<file path="src/olt_pkg.sv">
// ----------------------------------------------------------------------------
// olt_pkg: shared types and constants of the ordered list table
// Request and status codes, field widths and default sizing.
// ----------------------------------------------------------------------------
package olt_pkg;

   // default sizing
   localparam int CAPACITY_DEF    = 16;
   localparam int VALUE_WIDTH_DEF = 32;

   // fixed field widths on the stream ports
   localparam int REQ_TYPE_W  = 3;
   localparam int POSITION_W  = 5;
   localparam int ITEM_W      = 32;
   localparam int STATUS_W    = 2;
   localparam int FIDX_W      = 4;
   localparam int LENGTH_W    = 5;

   // packed bus widths; the tdata widths are rounded up to whole bytes
   localparam int REQ_TDATA_W = 40;  // position, item_value, pad
   localparam int REQ_TUSER_W = 3;   // req_type
   localparam int RSP_TDATA_W = 48;  // found, found_index, read_value, list_length, pad
   localparam int RSP_TUSER_W = 2;   // status

   typedef enum logic [REQ_TYPE_W-1:0] {
      REQ_APPEND = 3'd0,
      REQ_INSERT = 3'd1,
      REQ_ERASE  = 3'd2,
      REQ_FIND   = 3'd3,
      REQ_POP    = 3'd4,
      REQ_READ   = 3'd5
   } olt_req_type;

   typedef enum logic [STATUS_W-1:0] {
      ST_OK    = 2'd0,
      ST_RANGE = 2'd1,
      ST_FULL  = 2'd2
   } olt_status_type;

   // shift command broadcast to every cell of the chain
   typedef struct packed {
      logic insert;  // cells above pos take left neighbour, cell at pos loads
      logic erase;   // cells at and above pos take right neighbour
   } olt_cmd_type;

endpackage

</file>
<file path="src/olt_cell.sv">
// ----------------------------------------------------------------------------
// olt_cell: one entry of the list
// Holds one value; on a shift takes its neighbour's value or the new one,
// and compares its value with the search key every cycle.
// ----------------------------------------------------------------------------
module olt_cell #(
   parameter int VALUE_WIDTH = olt_pkg::VALUE_WIDTH_DEF,
   parameter int IDX_W       = 4,
   parameter int CELL_INDEX  = 0
) (
   input  logic                     clock,
   input  olt_pkg::olt_cmd_type     cmd,
   input  logic [IDX_W-1:0]         pos,
   input  logic [VALUE_WIDTH-1:0]   new_value,
   input  logic [VALUE_WIDTH-1:0]   left_value,
   input  logic [VALUE_WIDTH-1:0]   right_value,
   input  logic [VALUE_WIDTH-1:0]   key,
   output logic [VALUE_WIDTH-1:0]   value,
   output logic                     match
);
   import olt_pkg::*;

   localparam logic [IDX_W-1:0] MY_IDX = IDX_W'(CELL_INDEX);

   logic [VALUE_WIDTH-1:0] value_ff;
   logic [VALUE_WIDTH-1:0] value_in;

   // next value: hold, shift up, load, or shift down
   always_comb begin
      value_in = value_ff;
      if (cmd.insert) begin
         if (MY_IDX > pos) begin
            value_in = left_value;
         end else if (MY_IDX == pos) begin
            value_in = new_value;
         end
      end else if (cmd.erase) begin
         if (MY_IDX >= pos) begin
            value_in = right_value;
         end
      end
   end

   // payload only, no reset
   always_ff @(posedge clock) begin
      value_ff <= value_in;
   end

   assign value = value_ff;
   assign match = (value_ff == key);

endmodule

</file>
<file path="src/olt_chain.sv">
// ----------------------------------------------------------------------------
// olt_chain: row of list cells
// Links the cells to their neighbours, picks the first matching entry below
// the length and selects the entry at the read position.
// ----------------------------------------------------------------------------
module olt_chain #(
   parameter int CAPACITY    = olt_pkg::CAPACITY_DEF,
   parameter int VALUE_WIDTH = olt_pkg::VALUE_WIDTH_DEF,
   parameter int IDX_W       = $clog2(CAPACITY),
   parameter int LEN_W       = $clog2(CAPACITY + 1)
) (
   input  logic                     clock,
   input  olt_pkg::olt_cmd_type     cmd,
   input  logic [IDX_W-1:0]         pos,
   input  logic [VALUE_WIDTH-1:0]   new_value,
   input  logic [VALUE_WIDTH-1:0]   key,
   input  logic [LEN_W-1:0]         length,
   output logic                     hit,
   output logic [IDX_W-1:0]         hit_idx,
   output logic [VALUE_WIDTH-1:0]   rd_value
);
   import olt_pkg::*;

   logic [VALUE_WIDTH-1:0] cell_value [CAPACITY];
   logic [CAPACITY-1:0]    cell_match;

   genvar g;
   generate
      for (g = 0; g < CAPACITY; g++) begin : g_cell
         logic [VALUE_WIDTH-1:0] left_v;
         logic [VALUE_WIDTH-1:0] right_v;

         // end cells: nothing shifts in from outside the row
         if (g == 0) begin : g_first
            assign left_v = '0;
         end else begin : g_mid_l
            assign left_v = cell_value[g-1];
         end
         if (g == CAPACITY - 1) begin : g_last
            assign right_v = cell_value[g];
         end else begin : g_mid_r
            assign right_v = cell_value[g+1];
         end

         olt_cell #(
            .VALUE_WIDTH (VALUE_WIDTH),
            .IDX_W       (IDX_W),
            .CELL_INDEX  (g)
         ) u_cell (
            .clock       (clock),
            .cmd         (cmd),
            .pos         (pos),
            .new_value   (new_value),
            .left_value  (left_v),
            .right_value (right_v),
            .key         (key),
            .value       (cell_value[g]),
            .match       (cell_match[g])
         );
      end
   endgenerate

   // first match among live entries; lowest index wins
   always_comb begin
      hit     = 1'b0;
      hit_idx = '0;
      for (int i = CAPACITY - 1; i >= 0; i--) begin
         if (cell_match[i] && (LEN_W'(i) < length)) begin
            hit     = 1'b1;
            hit_idx = IDX_W'(i);
         end
      end
   end

   assign rd_value = cell_value[pos];

endmodule

</file>
<file path="src/ordered_list_table_unit.sv">
// ----------------------------------------------------------------------------
// ordered_list_table_unit: fixed-capacity ordered list of handles
// Append, insert, erase, find, pop and read on a row of shifting cells.
// ----------------------------------------------------------------------------
//
//  channel | direction | tdata                                   | tuser
//  req_    | in        | position, item_value                    | req_type
//  rsp_    | out       | found, found_index, read_value, length  | status
//
// A request is worked out in the cycle of its transfer: all cells shift or
// compare at once, and the response is registered for the next cycle.
// One request per cycle while the response side keeps taking transfers.
// req_tready drops only while a response is held and rsp_tready is low.
// Reset clears the length and the response valid; entry contents are not
// cleared, only entries below the length are ever read.
// ----------------------------------------------------------------------------
module ordered_list_table_unit #(
   parameter int CAPACITY    = olt_pkg::CAPACITY_DEF,
   parameter int VALUE_WIDTH = olt_pkg::VALUE_WIDTH_DEF
) (
   input  logic                             clock,
   input  logic                             reset,
   input  logic                             req_tvalid,
   output logic                             req_tready,
   // [4:0] position, [36:5] item_value, [39:37] zero
   input  logic [olt_pkg::REQ_TDATA_W-1:0]  req_tdata,
   // [2:0] req_type
   input  logic [olt_pkg::REQ_TUSER_W-1:0]  req_tuser,
   output logic                             rsp_tvalid,
   input  logic                             rsp_tready,
   // [0] found, [4:1] found_index, [36:5] read_value, [41:37] list_length,
   // [47:42] zero
   output logic [olt_pkg::RSP_TDATA_W-1:0]  rsp_tdata,
   // [1:0] status
   output logic [olt_pkg::RSP_TUSER_W-1:0]  rsp_tuser
);
   import olt_pkg::*;

   localparam int IDX_W = $clog2(CAPACITY);
   localparam int LEN_W = $clog2(CAPACITY + 1);
   localparam int CMP_W = (LEN_W > POSITION_W) ? LEN_W : POSITION_W;
   localparam logic [LEN_W-1:0] CAP_LEN = LEN_W'(CAPACITY);

   // request fields
   olt_req_type              req_kind;
   logic [POSITION_W-1:0]    req_position;
   logic [ITEM_W-1:0]        req_item;
   logic                     req_xfer;

   // list state
   logic [LEN_W-1:0]         length_ff;
   logic [LEN_W-1:0]         length_in;

   // response register
   logic                     rsp_valid_ff;
   logic                     rsp_valid_in;
   olt_status_type           status_ff;
   olt_status_type           status_in;
   logic                     found_ff;
   logic                     found_in;
   logic [FIDX_W-1:0]        fidx_ff;
   logic [FIDX_W-1:0]        fidx_in;
   logic [ITEM_W-1:0]        rval_ff;
   logic [ITEM_W-1:0]        rval_in;
   logic [LENGTH_W-1:0]      rlen_ff;

   // chain interface
   olt_cmd_type              cmd;
   logic [IDX_W-1:0]         cell_pos;
   logic [VALUE_WIDTH-1:0]   value_w;
   logic                     hit;
   logic [IDX_W-1:0]         hit_idx;
   logic [VALUE_WIDTH-1:0]   rd_value;

   logic [CMP_W-1:0]         pos_ext;
   logic [CMP_W-1:0]         len_ext;
   logic                     full;

   assign req_kind     = olt_req_type'(req_tuser[REQ_TYPE_W-1:0]);
   assign req_position = req_tdata[POSITION_W-1:0];
   assign req_item     = req_tdata[POSITION_W +: ITEM_W];

   assign req_tready = !rsp_valid_ff || rsp_tready;
   assign req_xfer   = req_tvalid && req_tready;

   assign pos_ext = CMP_W'(req_position);
   assign len_ext = CMP_W'(length_ff);
   assign full    = (length_ff == CAP_LEN);
   assign value_w = VALUE_WIDTH'(req_item);

   // decode: shift command, new length and response fields
   always_comb begin
      cmd       = '0;
      cell_pos  = IDX_W'(req_position);
      length_in = length_ff;
      status_in = ST_OK;
      found_in  = 1'b0;
      fidx_in   = '0;
      rval_in   = '0;
      case (req_kind)
         REQ_APPEND: begin
            cell_pos = IDX_W'(length_ff);
            if (full) begin
               status_in = ST_FULL;
            end else begin
               cmd.insert = 1'b1;
               length_in  = length_ff + 1'b1;
            end
         end
         REQ_INSERT: begin
            if (pos_ext > len_ext) begin
               status_in = ST_RANGE;
            end else if (full) begin
               status_in = ST_FULL;
            end else begin
               cmd.insert = 1'b1;
               length_in  = length_ff + 1'b1;
            end
         end
         REQ_ERASE: begin
            if (pos_ext >= len_ext) begin
               status_in = ST_RANGE;
            end else begin
               cmd.erase = 1'b1;
               length_in = length_ff - 1'b1;
            end
         end
         REQ_FIND: begin
            found_in = hit;
            fidx_in  = FIDX_W'(hit_idx);
         end
         REQ_POP: begin
            if (length_ff != '0) begin
               length_in = length_ff - 1'b1;
            end
         end
         REQ_READ: begin
            if (pos_ext >= len_ext) begin
               status_in = ST_RANGE;
            end else begin
               rval_in = ITEM_W'(rd_value);
            end
         end
         default: begin
         end
      endcase
      // nothing moves without a transfer
      if (!req_xfer) begin
         cmd       = '0;
         length_in = length_ff;
      end
   end

   olt_chain #(
      .CAPACITY    (CAPACITY),
      .VALUE_WIDTH (VALUE_WIDTH),
      .IDX_W       (IDX_W),
      .LEN_W       (LEN_W)
   ) u_chain (
      .clock     (clock),
      .cmd       (cmd),
      .pos       (cell_pos),
      .new_value (value_w),
      .key       (value_w),
      .length    (length_ff),
      .hit       (hit),
      .hit_idx   (hit_idx),
      .rd_value  (rd_value)
   );

   // response valid: set by a request transfer, cleared when taken
   always_comb begin
      rsp_valid_in = rsp_valid_ff;
      if (req_xfer) begin
         rsp_valid_in = 1'b1;
      end else if (rsp_tready) begin
         rsp_valid_in = 1'b0;
      end
   end

   // control state
   always_ff @(posedge clock) begin
      if (reset) begin
         length_ff    <= '0;
         rsp_valid_ff <= 1'b0;
      end else begin
         length_ff    <= length_in;
         rsp_valid_ff <= rsp_valid_in;
      end
   end

   // response payload
   always_ff @(posedge clock) begin
      if (req_xfer) begin
         status_ff <= status_in;
         found_ff  <= found_in;
         fidx_ff   <= fidx_in;
         rval_ff   <= rval_in;
         rlen_ff   <= LENGTH_W'(length_in);
      end
   end

   assign rsp_tvalid = rsp_valid_ff;
   assign rsp_tuser  = status_ff;
   assign rsp_tdata  = {6'd0, rlen_ff, rval_ff, fidx_ff, found_ff};

endmodule

</file>
<file path="config.mk">
export PLATFORM = sky130hd
export DESIGN_NAME = ordered_list_table_unit
export DESIGN_NICKNAME = d
export VERILOG_FILES = /design/src/olt_pkg.sv /design/src/olt_cell.sv /design/src/olt_chain.sv /design/src/ordered_list_table_unit.sv
export SDC_FILE = /design/constraint.sdc
export NUM_CORES = 2
export LEC_CHECK = 0
export BUFFER_PORTS_ARGS = -buffer_cell sky130_fd_sc_hd__buf_2
export CORE_MARGIN = 5
export CORE_UTILIZATION = 25
export DETAILED_ROUTE_END_ITERATION = 16
export MAX_ROUTING_LAYER = met4
export SLEW_MARGIN = 10
export SYNTH_ARGS = -nofsm -noshare
export SYNTH_HDL_FRONTEND = slang
export SYNTH_SLANG_ARGS = --single-unit
</file>
<file path="constraint.sdc">
create_clock -name clock -period 6.4 [get_ports clock]
set_clock_uncertainty 0.15 [all_clocks]
set_input_delay 0.96 -clock clock [delete_from_list [all_inputs] [get_ports clock]]
set_output_delay 0.96 -clock clock [all_outputs]
set_load 0.03 [all_outputs]
</file>
* Word-level counts from Yosys, hierarchy flattened
Index checks and enable logic that the tools add are counted.
** Storage, ports and cells
- Word-level logic and storage cells :: 325
- Flip-flop bits (word level) :: 562
- Output and inout port bits :: 52
- Bits of input ports :: 47
** Cells by class
- Add/subtract/negate cells :: 2
- Muxes and demuxes :: 130
- Reductions and logical operators :: 62
- Equal/unequal tests :: 52
- Bitwise logic cells :: 3
- Order comparisons :: 50
** Operators with widths (number)
- 32-bit 2-to-1 mux :: 79
- 32-bit equality test :: 16
- 32-bit binary-select mux with 4-bit select :: 1
- 3-bit by 1-bit != test with 1-bit output (second input constant) :: 15
- 3-bit AND reduction :: 15
- 4-bit by 5-bit < comparator with 1-bit output (first input constant) :: 8
- 4-bit 2-to-1 mux :: 9
- 2-bit nonzero test :: 18
- 4-bit equality test (first input constant) :: 8
- 4-bit greater-than comparator (first input constant) :: 8
- 4-bit greater-or-equal comparator (first input constant) :: 7
- 5-bit 2-to-1 mux :: 5
- 1-bit 2-to-1 mux :: 24
- 3-bit by 5-bit < comparator with 1-bit output (first input constant) :: 4
- 5-bit case mux with 4 select lines :: 1
- 1-bit logical AND :: 17
- 3-bit by 4-bit equality test with 1-bit output (first input constant) :: 4
- 3-bit by 4-bit greater-or-equal comparator with 1-bit output (first input constant) :: 4
- 3-bit by 4-bit greater-than comparator with 1-bit output (first input constant) :: 4
- 3-bit 2-to-1 mux :: 4
- 1-bit by 5-bit < comparator with 1-bit output (first input constant) :: 2
- 2-bit by 5-bit < comparator with 1-bit output (first input constant) :: 2
- 2-bit 2-to-1 mux :: 5
- 9-bit OR reduction :: 1
- other kinds (28) :: 38

* Depth between registers and ports, before layout
- Depth after elaboration :: 18
- Depth in mapped cells :: 16
- Gate-level depth less buffers :: 11

* Hierarchy
From an unflattened synthesis, not the netlist that was laid out.
** Unflattened totals
- Cells, all modules :: 3451
- Area total of the unflattened synthesis :: 38461.9 µm²
** Modules (own cells, without submodules)
- olt_chain :: area an instance 4237.8 µm², times used 1, cells each 266
- olt_cell at u_chain.g_cell[13].u_cell ... :: area an instance 2010.7 µm², times used 2, cells each 184
- olt_cell at u_chain.g_cell[2].u_cell ... :: area an instance 2008.2 µm², times used 2, cells each 184
- ordered_list_table_unit :: area an instance 2471.1 µm², times used 1, cells each 198
- olt_cell at u_chain.g_cell[10].u_cell :: area an instance 2014.4 µm², times used 1, cells each 185
- olt_cell at u_chain.g_cell[7].u_cell :: area an instance 2011.9 µm², times used 1, cells each 184
- olt_cell at u_chain.g_cell[6].u_cell :: area an instance 2009.4 µm², times used 1, cells each 184
- olt_cell at u_chain.g_cell[4].u_cell :: area an instance 2008.2 µm², times used 1, cells each 185
- olt_cell at u_chain.g_cell[14].u_cell :: area an instance 2003.2 µm², times used 1, cells each 184
- olt_cell at u_chain.g_cell[15].u_cell :: area an instance 1999.4 µm², times used 1, cells each 183
- olt_cell at u_chain.g_cell[8].u_cell :: area an instance 1995.7 µm², times used 1, cells each 185
- olt_cell at u_chain.g_cell[5].u_cell :: area an instance 1993.2 µm², times used 1, cells each 222
- olt_cell at u_chain.g_cell[12].u_cell :: area an instance 1991.9 µm², times used 1, cells each 184
- olt_cell at u_chain.g_cell[9].u_cell :: area an instance 1988.2 µm², times used 1, cells each 220
- 2 more rows

* Worst setup path before layout
Ideal clock, no wire load.
- Path kind :: input-to-reg
- Start point :: input req_tuser[1] (netlist bit)
- End point :: register u_chain.g_cell[0].u_cell.value_ff[0] (enable)
- Cell stages on the path :: 8
- Required time :: 5.829 ns
- Arrival :: 4.239 ns
- Slack :: 1.590 ns
- Buffers on the path :: 3
- Cells stage by stage :: clkbuf_1 nor3_4 mux2i_2 and2_1 buf_2 nand3_2 buf_4 nor2_1
** On the way
- Word-level cells in the longest chain between the ends :: 5
- Elaborated cells on any way between the ends :: 14
** Ends and longest elaborated chain
- start: declaration :: RTL line ordered_list_table_unit.sv:28 : input logic [olt_pkg::REQ_TUSER_W-1:0] req_tuser,
- 3-bit zero test, or another cell as far along :: RTL line ordered_list_table_unit.sv:100 : case (req_kind)
- 4-bit 2-to-1 mux, or another cell as far along :: RTL line ordered_list_table_unit.sv:100
- 1-bit by 4-bit greater-than comparator with 1-bit output, or another cell as far along :: RTL line olt_cell.sv:32 : if (MY_IDX > pos) begin
- 3-bit by 1-bit != test with 1-bit output (no source line) or 2-bit nonzero test (tied branches)
- 3-bit AND reduction (no source line) *
- end signal: assignment :: RTL line olt_cell.sv:46 : value_ff <= value_in;
- end: declaration :: RTL line olt_cell.sv:25 : logic [VALUE_WIDTH-1:0] value_ff;
Mark *: on every way between the ends. The rest lies on a longest branch, timed or not.
A chain may end at the register's enable or synchronous reset.

* Worst setup path after layout
- Start point :: register length_ff[1], in the netlist len_ext[1]
- End point :: register u_chain.g_cell[4].u_cell.value_ff[24] (enable)
** On the way
- Word-level cells in the longest chain between the ends :: 7
- Elaborated cells on any way between the ends :: 17
** Ends and longest elaborated chain
- start: declaration :: RTL line ordered_list_table_unit.sv:51 : logic [LEN_W-1:0] length_ff;
- start signal: assignment :: RTL line ordered_list_table_unit.sv:187 : length_ff <= length_in;
- parallel branches: the longest is 6 deep, another holds 5-bit greater-than comparator
- 3-bit AND reduction (no source line) *
- end signal: assignment :: RTL line olt_cell.sv:46
- end: declaration :: RTL line olt_cell.sv:25
Every way passes the cells marked *.

==> reports/metrics.cfg <==
[sta]
fin_setup_tns_ns = 0
finalHoldViolations = 0
slew_viol_final = 0
finalCritPeriodShare_pct = 76.12
period_minus_slack_ns = 4.872
rsz0062_at_grt = no
maxSlewHeadroom_pct = 16.52
worstMarginPinSlew_ns = 1.241
setup_viol = 0
fmax_ghz = 0.2053

[power]
swShare_pct = 30.45
vdd_drop_max_mv = 0.1656
comb_power_share_pct = 16.9
intPower_w = 0.006904
finalPower_w = 0.009927
p_clk_share_pct = 40.1
p_seq_share_pct = 42.9
switching_power_w = 0.003022
p_leak_nw = 16.62
power.density_nw_per_um2 = 229.3

[clock_tree]
htree_levels = 3
post_cts_resized = 0
clockBufferDepth = 3
cts_made_buffers = 70
clockRootBuffer = clkbuf_16
hold_buffers = 0
cts_setup_buffers = 0
clkSlewWorstSetupHoldPaths_ns = 0.06
clock_latency_ns = 0.66
clock-sinks = 562
tritoncts = built

[logic_synthesis]
ys_ff_latch = 562
synthCells = 4228
ys_warn_count = 0
synth_area_per_cell_um2 = 9.169
synthArstFlopShare_pct = 0
synth_cell_type_count = 65
synth_area_um2 = 38770
synth_edf_count = 556
synth_flop_cell = edfxtp_1
ys_seq_area_share_pct = 43.38

[global_routing]
grt-ovfl-total = 0
grt_usage_pct = 18.51
grt_max_degree = 244
first_global_vias = 30410
antenna_found_initial = 13
grt_pass1_wl_mm = 220.4

[detailed_routing]
avgViaCountPerCell = 5.339
ant_nets = 0
drc = 0
firstDrtPassIters = 8
post_drt_wl_per_cell_um = 24.88
drt_iter0_markers = 4506
via_count = 33090
wl_mm = 154.2

[floorplanning]
die_w_um = 403.8
core_um2 = 154000
die_y_um = 403.8
initial_core_util_pct = 25.17
rows = 144
die_area_um2 = 163100
io_pins = 99

[placement]
place_congestion = 0.9891
dp_hpwl_mm = 109.5
io_buffers = 89

[critical_path]
cp-end-kind = register
critPathSlowestCell = nor2_4
crit_buf_inv = 3
critPathMaxStageDelay_ns = 0.78
arrival_ns = 4.99
crit_family = simple AND/OR/NAND/NOR gates
path_max_fanout = 32
path_cells = inv_1, ha_1, nor2b_1, o21a_1, o21a_1, nor3_2, o31a_1, nand2_1, o21ai_0, buf_4, nand2_1, buf_4, nor2_4
start_kind = register
critPathKind = reg -> reg
required_ns = 6.52

[finish]
drive_above_1_share_pct = 8.711
nFillCells = 16280
final_core_util_pct = 28.11
multiInputGateArea_um2 = 20270
area_delta_synth_final_pct = 11.69
final_nets = 4144
seqCellArea_um2 = 16820

[job]
max_cap_violations = 0

[run_status]
outcome = complete, no violations

[min_path]
hold_class = reg -> reg

[layer usage]
layer,up-vias,GRT usage [%],part of all wire [%]
met5,-,-,0
met4,0,6.622,3.9
met3,196,4.522,11
met2,1765,27.24,44
met1,16440,24.75,41
li1,14690,-,-
[worst reg2reg max path, stage by stage (launching register included)]
cell and delay [ns]:
dfxtp_1 0.75, inv_1 0.21, ha_1 0.34, nor2b_1 0.14, o21a_1 0.16, o21a_1 0.19, nor3_2 0.20, o31a_1 0.33
nand2_1 0.15, o21ai_0 0.12, buf_4 0.16, nand2_1 0.37, buf_4 0.39, nor2_4 0.79
[metrics by stage]
| stage | cells | setup slack, ns | hold WS [ns] | instance area, µm² |
|---|---|---|---|---|
| global placement | 6061 | 1.459 | 0.3519 | 41080 |
| detailed placement | 6061 | 1.466 | 0.3882 | 41080 |
| CTS | 6188 | 1.601 | 0.3712 | 43280 |
| floorplan | 4233 | 1.590 | 0.4158 | 38790 |
| finish | 6197 | 1.528 | 0.3867 | 43300 |
| global route | 6197 | 1.255 | 0.4109 | 43300 |
[final timing paths]
path / startpoint / slack [ns] / cells past startpoint / to
worst min register to register: rsp_tvalid / 0.39 / 2 / rsp_tvalid
worst max register to register: len_ext[1] / 1.53 / 13 / u_chain.g_cell[4].u_cell.value[24]
worst min-delay path: rsp_tvalid / 0.39 / 2 / rsp_tvalid
worst max-delay path: len_ext[1] / 1.53 / 13 / u_chain.g_cell[4].u_cell.value[24]
[cell usage after synthesis (all sizes together), types with 2 or more instances]
cell | count | share of area, %
nand2 | 1114 | 11
edfxtp | 556 | 43
o21ai | 436 | 5.6
mux2i | 416 | 11
xor2 | 310 | 7.0
clkbuf | 219 | 2.1
xnor2 | 202 | 4.6
buf | 191 | 2.7
nand3 | 150 | 1.9
a311oi | 97 | 2.2
nor4 | 86 | 1.4
nor2 | 71 | 0.71
and3 | 69 | 1.1
a31oi | 67 | 1.1
nand4 | 62 | 1.0
a211oi | 34 | 0.66
mux2 | 34 | 1.0
a21oi | 20 | 0.28
nor3 | 17 | 0.26
inv | 14 | 0.14
ha | 8 | 0.26
dfxtp | 6 | 0.31
o21a | 5 | 0.097
a2111oi | 4 | 0.090
nand2b | 4 | 0.065
or3 | 4 | 0.065
nor2b | 3 | 0.048
or2 | 3 | 0.048
a21boi | 2 | 0.039
a22oi | 2 | 0.039
a41oi | 2 | 0.045
o31a | 2 | 0.045
or4 | 2 | 0.039
[cell usage in the layout (no fill, tap or decap), types with 4 or more instances in the layout]
master / synthesis / routed
a2111oi_0: 4 / 4
dfxtp_1: 6 / 6
clkinv_1: 0 / 18
edfxtp_1: 556 / 556
bufinv_16: 0 / 5
inv_6: 0 / 4
nor4_1: 86 / 86
o21ai_0: 409 / 409
ha_1: 8 / 8
diode_2: 0 / 9
nand3_1: 149 / 148
clkinvlp_4: 0 / 5
inv_1: 14 / 12
xor2_1: 310 / 310
xnor2_1: 202 / 202
a21oi_1: 18 / 17
nand2_1: 1112 / 1111
nand2b_1: 4 / 4
clkbuf_1: 219 / 16
and3_1: 69 / 69
a311oi_1: 97 / 97
nand4_1: 62 / 62
buf_12: 0 / 12
conb_1: 1 / 6
or3_1: 4 / 4
o21ai_1: 25 / 24
mux2i_4: 0 / 4
buf_4: 40 / 93
mux2_2: 33 / 33
a211oi_1: 34 / 34
o21a_1: 5 / 4
clkinv_2: 0 / 4
nor2_4: 1 / 14
clkbuf_16: 0 / 70
mux2i_1: 413 / 412
buf_2: 130 / 89
a31oi_1: 66 / 66
nor3_1: 15 / 14
nor2_1: 69 / 57
[power groups by stage]
stage / registers (W) / logic, W / clock network (W)
4_1_cts: 0.00426 / 0.00164 / 0.00403
3_3_place_gp: 0.00434 / 0.00162 / 0
6_report: 0.00426 / 0.00168 / 0.00398
2_1_floorplan: 0.00432 / 0.00107 / 0
5_1_grt: 0.00427 / 0.00177 / 0.00419
3_5_place_dp: 0.00434 / 0.00164 / 0
[cell families after synthesis]
kind of cell / synth area share (%)
DFF: 43.38
and+or+nand+nor: 17.57
AOI/OAI and AO/OA: 10.47
adders and majority gates: 0.2582
other: 0.009673
xor gates and xnor gates: 11.57
buffers and inverters: 4.989
muxes: 11.77
[registers in the layout, summed over array words and instances (netlist names)]
signal                       count
rlen_ff                          5
u_chain.g_cell.u_cell.value    512
rval_ff                         32
found_ff                         1
rsp_tuser                        2
fidx_ff                          4
len_ext                          5
rsp_tvalid                       1
[layout make-up]
cell class                      instances  area share [%]
Antenna cell                            9         0.05201
Clock buffer                           86           4.184
Clock inverter                         41          0.8958
Inverter                               14          0.1271
Multi-Input combinational cell       3247           46.80
Sequential cell                       562           38.84
Tap cell                             2044           5.906
Timing Repair Buffer                  194           3.196
Note: power is estimated with default switching activity, not from simulation.
